## src/hdl/lsf_pkg.sv

```systemverilog
`timescale 1ns / 1ps
// Shared types, register indexes and filter coefficients for the luma sub-sample filter.
package lsf_pkg;

    typedef struct packed {
        logic [7:0] ref_sample;
        logic       block_start;
    } in_word_t;

    typedef struct packed {
        logic [7:0] out_sample;
        logic       row_end;
    } out_word_t;

    localparam int CFG_INDEX_W = 2;
    localparam int CFG_DATA_W  = 7;

    localparam logic [CFG_INDEX_W-1:0] CFG_FRAC_POS  = 2'd0;
    localparam logic [CFG_INDEX_W-1:0] CFG_DIRECTION = 2'd1;
    localparam logic [CFG_INDEX_W-1:0] CFG_PU_WIDTH  = 2'd2;

    localparam logic [1:0] FRAC_POS_RESET = 2'd2;
    localparam logic       DIR_HORIZONTAL = 1'b0;
    localparam logic       DIR_VERTICAL   = 1'b1;
    localparam logic [6:0] PU_WIDTH_RESET = 7'd16;

    localparam int TAP_W = 7;

    // rows: fractional position 0..3; position 0 is a plain copy of the second tap
    localparam logic signed [TAP_W-1:0] TAP_TABLE [4][4] = '{
        '{ 7'sd0,  7'sd32, 7'sd0,  7'sd0  },
        '{ -7'sd1, 7'sd25, 7'sd9,  -7'sd1 },
        '{ -7'sd2, 7'sd18, 7'sd18, -7'sd2 },
        '{ -7'sd1, 7'sd9,  7'sd25, -7'sd1 }
    };

    localparam logic signed [15:0] ROUND_BIAS = 16'sh0010;
    localparam int                 ROUND_SHIFT = 5;

endpackage

```

## src/hdl/lsf_tap_filter.sv

```systemverilog
`timescale 1ns / 1ps
// Four-tap weighted sum with rounding, shift and clamp to 8 bits.
module lsf_tap_filter (
    input  logic [1:0] frac_pos,
    input  logic [7:0] tap_a,
    input  logic [7:0] tap_b,
    input  logic [7:0] tap_c,
    input  logic [7:0] tap_d,
    output logic [7:0] out_sample
);
    import lsf_pkg::*;

    logic signed [15:0] prod_a;
    logic signed [15:0] prod_b;
    logic signed [15:0] prod_c;
    logic signed [15:0] prod_d;
    logic signed [15:0] sum;
    logic signed [15:0] shifted;

    always_comb
    begin
        prod_a  = 16'(TAP_TABLE[frac_pos][0]) * 16'(signed'({1'b0, tap_a}));
        prod_b  = 16'(TAP_TABLE[frac_pos][1]) * 16'(signed'({1'b0, tap_b}));
        prod_c  = 16'(TAP_TABLE[frac_pos][2]) * 16'(signed'({1'b0, tap_c}));
        prod_d  = 16'(TAP_TABLE[frac_pos][3]) * 16'(signed'({1'b0, tap_d}));
        sum     = prod_a + prod_b + prod_c + prod_d + ROUND_BIAS;
        shifted = sum >>> ROUND_SHIFT;
        if (shifted < 16'sd0)
        begin
            out_sample = 8'd0;
        end
        else if (shifted > 16'sd255)
        begin
            out_sample = 8'd255;
        end
        else
        begin
            out_sample = shifted[7:0];
        end
    end

endmodule

```

## src/hdl/luma_subpel_four_tap_filter.sv

```systemverilog
`timescale 1ns / 1ps
// Top level of the streaming four-tap luma sub-sample interpolation filter.
// Stage 1 holds an accepted word; any result goes to the output register. Throughput: one
// input word per cycle unless in_stall; the line store is read at accept and, in vertical
// mode, written as it leaves stage 1, with write-to-read forwarding for a repeated column.
// Reset: rst_n (async, active low) clears counters, tap window, pipeline valids and
// restores frac_pos 2, horizontal mode, pu_width 16; the line store is not cleared.
module luma_subpel_four_tap_filter #(
    parameter int MAX_WIDTH = 64
) (
    input  logic                               clk,
    input  logic                               rst_n,
    input  logic                               cfg_wr_en,
    input  logic [lsf_pkg::CFG_INDEX_W-1:0]    cfg_index,
    input  logic [lsf_pkg::CFG_DATA_W-1:0]     cfg_wdata,
    input  logic                               in_valid,
    output logic                               in_stall,
    input  lsf_pkg::in_word_t                  in_word,
    output logic                               out_valid,
    input  logic                               out_stall,
    output lsf_pkg::out_word_t                 out_word
);
    import lsf_pkg::*;

    localparam int CW = $clog2(MAX_WIDTH + 3);
    localparam int AW = $clog2(MAX_WIDTH);

    // configuration
    logic [1:0] frac_pos_reg;
    logic       direction_reg;
    logic [6:0] pu_width_reg;

    // stream state
    logic [23:0]   win_reg;
    logic [CW-1:0] col_reg;
    logic [1:0]    rc_reg;

    // stage 1
    logic          s1_valid_reg;
    logic          s1_emit_reg;
    logic          s1_dir_reg;
    logic          s1_last_reg;
    logic [AW-1:0] s1_idx_reg;
    logic [7:0]    s1_sample_reg;
    logic [7:0]    s1_a_reg;
    logic [7:0]    s1_b_reg;
    logic [7:0]    s1_c_reg;
    logic [23:0]   rd_reg;

    // output
    logic      out_valid_reg;
    out_word_t out_word_reg;

    logic [23:0] line_mem [MAX_WIDTH];

    logic          accept;
    logic          advance;
    logic          out_load;
    logic [CW-1:0] width_eff;
    logic [CW-1:0] col_base;
    logic [23:0]   win_base;
    logic [1:0]    rc_base;
    logic          last_next;
    logic          emit_next;
    logic [AW-1:0] idx_next;
    logic [1:0]    rc_next;
    logic [23:0]   win_next;
    logic [CW-1:0] col_next;
    logic          mem_we;
    logic [23:0]   mem_wdata;
    logic [7:0]    tap_a;
    logic [7:0]    tap_b;
    logic [7:0]    tap_c;
    logic [7:0]    filt_sample;

    assign advance  = s1_valid_reg && (!s1_emit_reg || !out_valid_reg || !out_stall);
    assign in_stall = s1_valid_reg && !advance;
    assign accept   = in_valid && !in_stall;
    assign out_load = advance && s1_emit_reg;
    assign mem_we   = advance && (s1_dir_reg == DIR_VERTICAL);
    assign mem_wdata = {rd_reg[15:0], s1_sample_reg};

    always_comb
    begin
        if (pu_width_reg == 7'd0)
        begin
            width_eff = CW'(1);
        end
        else if ({1'b0, pu_width_reg} > 8'(MAX_WIDTH))
        begin
            width_eff = CW'(MAX_WIDTH);
        end
        else
        begin
            width_eff = CW'(pu_width_reg);
        end

        col_base = in_word.block_start ? '0 : col_reg;
        win_base = in_word.block_start ? '0 : win_reg;
        rc_base  = in_word.block_start ? 2'd0 : rc_reg;

        if (col_base < CW'(MAX_WIDTH))
        begin
            idx_next = AW'(col_base);
        end
        else
        begin
            idx_next = AW'(MAX_WIDTH - 1);
        end

        win_next = win_base;
        rc_next  = rc_base;
        if (direction_reg == DIR_HORIZONTAL)
        begin
            last_next = {1'b0, col_base} >= ({1'b0, width_eff} + (CW + 1)'(2));
            emit_next = col_base >= CW'(3);
            win_next  = {win_base[15:0], in_word.ref_sample};
        end
        else
        begin
            last_next = {1'b0, col_base} >= ({1'b0, width_eff} - (CW + 1)'(1));
            emit_next = rc_base == 2'd3;
            if (last_next && rc_base != 2'd3)
            begin
                rc_next = rc_base + 2'd1;
            end
        end

        col_next = last_next ? '0 : col_base + CW'(1);
    end

    always_ff @(posedge clk or negedge rst_n)
    begin
        if (!rst_n)
        begin
            frac_pos_reg  <= FRAC_POS_RESET;
            direction_reg <= DIR_HORIZONTAL;
            pu_width_reg  <= PU_WIDTH_RESET;
        end
        else if (cfg_wr_en)
        begin
            case (cfg_index)
                CFG_FRAC_POS:  frac_pos_reg  <= cfg_wdata[1:0];
                CFG_DIRECTION: direction_reg <= cfg_wdata[0];
                CFG_PU_WIDTH:  pu_width_reg  <= cfg_wdata[6:0];
                default:       ;
            endcase
        end
    end

    always_ff @(posedge clk or negedge rst_n)
    begin
        if (!rst_n)
        begin
            win_reg       <= '0;
            col_reg       <= '0;
            rc_reg        <= 2'd0;
            s1_valid_reg  <= 1'b0;
            out_valid_reg <= 1'b0;
        end
        else
        begin
            if (accept)
            begin
                win_reg <= win_next;
                col_reg <= col_next;
                rc_reg  <= rc_next;
            end

            if (accept)
            begin
                s1_valid_reg <= 1'b1;
            end
            else if (advance)
            begin
                s1_valid_reg <= 1'b0;
            end

            if (out_load)
            begin
                out_valid_reg <= 1'b1;
            end
            else if (!out_stall)
            begin
                out_valid_reg <= 1'b0;
            end
        end
    end

    always_ff @(posedge clk)
    begin
        if (accept)
        begin
            s1_emit_reg   <= emit_next;
            s1_dir_reg    <= direction_reg;
            s1_last_reg   <= last_next;
            s1_idx_reg    <= idx_next;
            s1_sample_reg <= in_word.ref_sample;
            s1_a_reg      <= win_base[23:16];
            s1_b_reg      <= win_base[15:8];
            s1_c_reg      <= win_base[7:0];
        end
        if (out_load)
        begin
            out_word_reg.out_sample <= filt_sample;
            out_word_reg.row_end    <= s1_last_reg;
        end
    end

    // line store: one word per column holds the three earlier rows, oldest in the top byte
    always_ff @(posedge clk)
    begin
        if (mem_we)
        begin
            line_mem[s1_idx_reg] <= mem_wdata;
        end
        if (accept)
        begin
            if (mem_we && s1_idx_reg == idx_next)
            begin
                rd_reg <= mem_wdata;
            end
            else
            begin
                rd_reg <= line_mem[idx_next];
            end
        end
    end

    assign tap_a = (s1_dir_reg == DIR_VERTICAL) ? rd_reg[23:16] : s1_a_reg;
    assign tap_b = (s1_dir_reg == DIR_VERTICAL) ? rd_reg[15:8]  : s1_b_reg;
    assign tap_c = (s1_dir_reg == DIR_VERTICAL) ? rd_reg[7:0]   : s1_c_reg;

    lsf_tap_filter u_tap_filter (
        .frac_pos   (frac_pos_reg),
        .tap_a      (tap_a),
        .tap_b      (tap_b),
        .tap_c      (tap_c),
        .tap_d      (s1_sample_reg),
        .out_sample (filt_sample)
    );

    assign out_valid = out_valid_reg;
    assign out_word  = out_word_reg;

    a_stall_needs_word: assert property (@(posedge clk) disable iff (!rst_n)
        in_stall |-> (s1_valid_reg && s1_emit_reg && out_valid_reg))
        else $error("input stalled without a blocked result");

    a_emit_reaches_output: assert property (@(posedge clk) disable iff (!rst_n)
        (s1_valid_reg && s1_emit_reg && !in_stall) |=> out_valid)
        else $error("filtered word lost between stages");

    a_col_bounded: assert property (@(posedge clk) disable iff (!rst_n)
        col_reg <= CW'(MAX_WIDTH + 2))
        else $error("column count past longest row");

    a_out_held: assert property (@(posedge clk) disable iff (!rst_n)
        (out_valid && out_stall && !out_load) |=> (out_valid && $stable(out_word)))
        else $error("stalled result changed");

endmodule

```

## config.mk

```make
export PLATFORM = sky130hd
export DESIGN_NAME = luma_subpel_four_tap_filter
export DESIGN_NICKNAME = d
export VERILOG_FILES = /design/src/hdl/lsf_pkg.sv /design/src/hdl/lsf_tap_filter.sv /design/src/hdl/luma_subpel_four_tap_filter.sv
export SDC_FILE = /design/constraint.sdc
export NUM_CORES = 2
export LEC_CHECK = 0
export BUFFER_PORTS_ARGS = -buffer_cell sky130_fd_sc_hd__buf_2
export CORE_AREA = 3 3 402 404
export DETAILED_ROUTE_END_ITERATION = 12
export DIE_AREA = 0 0 405 407
export PLACE_DENSITY_LB_ADDON = 0.3
export SLEW_MARGIN = 20
export SYNTH_ARGS = -nofsm -noshare
export SYNTH_HDL_FRONTEND = slang
export SYNTH_SLANG_ARGS = --single-unit
export TNS_END_PERCENT = 5
```

## constraint.sdc

```tcl
create_clock -name clk -period 7.4 [get_ports clk]
set_clock_uncertainty 0.2 [all_clocks]
set_input_delay 1.85 -clock clk [delete_from_list [all_inputs] [get_ports clk]]
set_output_delay 1.85 -clock clk [all_outputs]
set_load 0.005 [all_outputs]
```

==> flow_summary.ini <==
[run_status]
status = complete, but fails checks
violations = setup timing

[placed_design]
place_area_um2 = 75040
pre_cts_ws_ps = -88.70
dp.cells = 6939
place.port_buffers = 33
post-dp-hpwl_mm = 119.1
place_congestion = 0.8651

[power]
power.density_nw_per_um2 = 521.1
ir_drop_v = 0.002439
total_power_mw = 41.92
p_leak_nw = 28.50

[global_route]
grt_pass1_vias = 41120
antenna_found_initial = 7
grt_overflow = 0
track_usage = 0.2439
grt_max_degree = 188
grt_first_pass_wirelength_mm = 290.2

[timing]
setup_viol = 1
final.min_clock_period_ps = 7404
rsz0062_at_grt = yes
clock.fmax_ghz = 0.1351
fin_crit_sh = 1.001
worstMarginPinSlew_ps = 1077
slew_headroom = 0.2812
drv_slew = 0
finalHoldViolCount = 0
postLayoutSetupSlackWorst_ps = -3.935
finalSetupTns_ps = -3.935

[cells_and_area]
drive_above_1_share = 0.1492
design_area_um2 = 80440
finalNonFillerCells = 7258
largest_reg_flops = 1536
finish.net_count = 5350
area_growth_pct = 12.94

[clock_network]
cts.sinks = 1655
clkLatencyLatePin_ps = 810
h-tree-depth = 4
cts_buffer_depth = 3
tritoncts = yes
cts_root_buf = clkbuf_16
hold_buffers = 0
numCtsBuffers = 168
clk_pin_slew_ps = 70

[worst_hold_path]
hp-class = register to register
holdPathStages = 0

[worst_setup_path]
start_kind = register
path_class = register to register
path_common_cell = fa_1
ff2ff_setup_slack_ps = -4
cp-startpoint = frac_pos_reg[1]$_DFFE_PN1P_
max_stage_delay_ps = 560
cp-endpoint = out_word[7]$_SDFFCE_PN0P_
reg2reg_depth = 25
crit_fanout = 8
r2r-start = frac_pos_reg[1]$_DFFE_PN1P_
end_kind = register
cp_data_arrival_time_ps = 7710
reg2reg_to = out_word[7]$_SDFFCE_PN0P_
required_ps = 7710
crit_path_top_delay_cell = dfstp_2

[synthesis]
synth_cells = 4869
ys_dominant_reg_cell = edfxtp_1
synth-async-reset-ratio = 0.02719
yosysWarnings = 0
synth.distinct_cells = 75
syn_area_per_cell_um2 = 14.63
synth-edff-count = 1610
synth.net_count = 5175
synth.cell_area_um2 = 71230
synth_seq_area_share = 0.6946
ys_ff_latch = 1655

[die]
start_util = 0.4503
die_x_um = 405
rows = 146
die_area_um2 = 164800
pin_count = 34
core_area_um2 = 158200
dieHeight_um = 407

[detailed_routing]
drt-initial-drc-count = 6033
vias_per_cell = 5.901
drt_pass1_iterations = 6
num_vias = 42830
drt-total-wl_mm = 200.6
drc_errors = 0
ant_nets = 0
wire_per_inst_um = 27.64

[job]
drv_cap = 0
-- worst max-delay path, delay by kind of cell, from the launching register on --
kind	cells	cell delay (ps)
AO/OA/AOI/OAI	4	660
AND/OR/NAND/NOR	4	930
flip-flops	1	560
buffers and inverters	7	430
adder cells (fa/ha/maj)	10	4320
-- where the power goes --
group / switching [mW] / internal (mW) / leakage [nW]
Combinational: 12.8 / 9.18 / 10.8
Clock: 3.56 / 4.62 / 2.56
Sequential: 0.186 / 11.5 / 15.1
Total: 16.6 / 25.3 / 28.5
-- placed cells by master (no fill, tap or decap), types with 17 or more instances in the layout --
cell	Yosys	final
clkbuf_1	130	41
clkbuf_16	0	170
a221oi_2	21	29
nor2_1	168	95
fa_1	152	147
nand3_1	298	296
a32oi_1	23	23
nor2b_1	72	71
buf_4	17	223
a31oi_1	76	76
xnor2_1	17	17
clkinv_2	0	25
edfxtp_1	1610	1610
mux4_2	97	97
ha_1	131	128
a21oi_1	128	119
o32a_1	23	23
mux2i_1	150	150
a22oi_1	25	25
nand4_1	98	98
nor2_2	2	67
o21ai_0	38	38
clkinv_1	2	47
a311oi_1	23	23
a221oi_1	95	87
inv_1	228	220
dfrtp_1	43	42
nand2_1	907	903
nor4_1	25	25
buf_2	82	33
-- per-layer routing --
| layer | up-vias | track usage | part of all wire |
|---|---|---|---|
| li1 | 18530 | - | - |
| met1 | 21630 | 0.3439 | 0.40 |
| met2 | 2326 | 0.3754 | 0.46 |
| met3 | 343 | 0.04546 | 0.10 |
| met4 | 2 | 0.1003 | 0.042 |
| met5 | - | 0 | 0.000060 |
-- synthesized netlist by cell type (21+ instances only) --
library cell	number	area [um2]
a21oi_1	128	640.6
a221oi_1	95	832.1
a221oi_2	21	315.3
a22oi_1	25	187.7
a311oi_1	23	201.4
a31oi_1	76	475.5
a32oi_1	23	201.4
buf_1	33	123.9
buf_2	82	410.4
clkbuf_1	130	488.0
dfrtp_1	43	1076
edfxtp_1	1610	48350
fa_1	152	3043
ha_1	131	1639
inv_1	228	855.8
mux2i_1	150	1501
mux4_2	97	2185
nand2_1	907	3405
nand3_1	298	1491
nand4_1	98	613.1
nor2_1	168	630.6
nor2b_1	72	450.4
nor4_1	25	156.4
o21ai_0	38	190.2
o32a_1	23	230.2
-- worst min path at each step --
| stage | start | slack, ps | endpoint |
|---|---|---|---|
| 2_1_floorplan | s1_last_reg$_DFFE_PP_ | 200 | out_word[0]$_DFFE_PP_ |
| 5_1_grt | s1_last_reg$_DFFE_PP_ | 250 | out_word[0]$_DFFE_PP_ |
| 4_1_cts | s1_last_reg$_DFFE_PP_ | 240 | out_word[0]$_DFFE_PP_ |
| 6_report | s1_last_reg$_DFFE_PP_ | 240 | out_word[0]$_DFFE_PP_ |
| 3_5_place_dp | s1_last_reg$_DFFE_PP_ | 240 | out_word[0]$_DFFE_PP_ |
| 3_3_place_gp | s1_last_reg$_DFFE_PP_ | 240 | out_word[0]$_DFFE_PP_ |
-- final cells by class --
type | count | area (um2)
multi-input cells | 2714 | 20120
clock inverters | 96 | 843.3
diodes | 5 | 12.51
well taps | 2072 | 2592
fillers | 12980 | 77750
flip-flops and latches | 1655 | 49480
clock buffers | 211 | 4408
repair buffers | 272 | 2098
inverters | 233 | 894.6
-- per-stage QoR --
step | hold slack, ps | utilization
floorplan | 200.3 | -
global placement | 239.0 | 0.4742
detailed placement | 235.4 | 0.4743
CTS | 238.4 | 0.5076
global route | 248.4 | 0.5084
finish | 238.4 | 0.5085
-- what timing repair did --
item	CTS	global route
resized for setup	3	28
setup buffers	1	4
setup endpoints to repair	8	8
pin swaps	2	23
-- cells by family after synthesis --
group / synth area share
multiplexers: 0.05400
AO/OA/AOI/OAI: 0.05140
adder cells (fa/ha/maj): 0.06573
AND/OR/NAND/NOR: 0.1022
XOR/XNOR: 0.002951
flip-flops: 0.6946
buffers and inverters: 0.02912
Power figures use the tool's default switching activity.
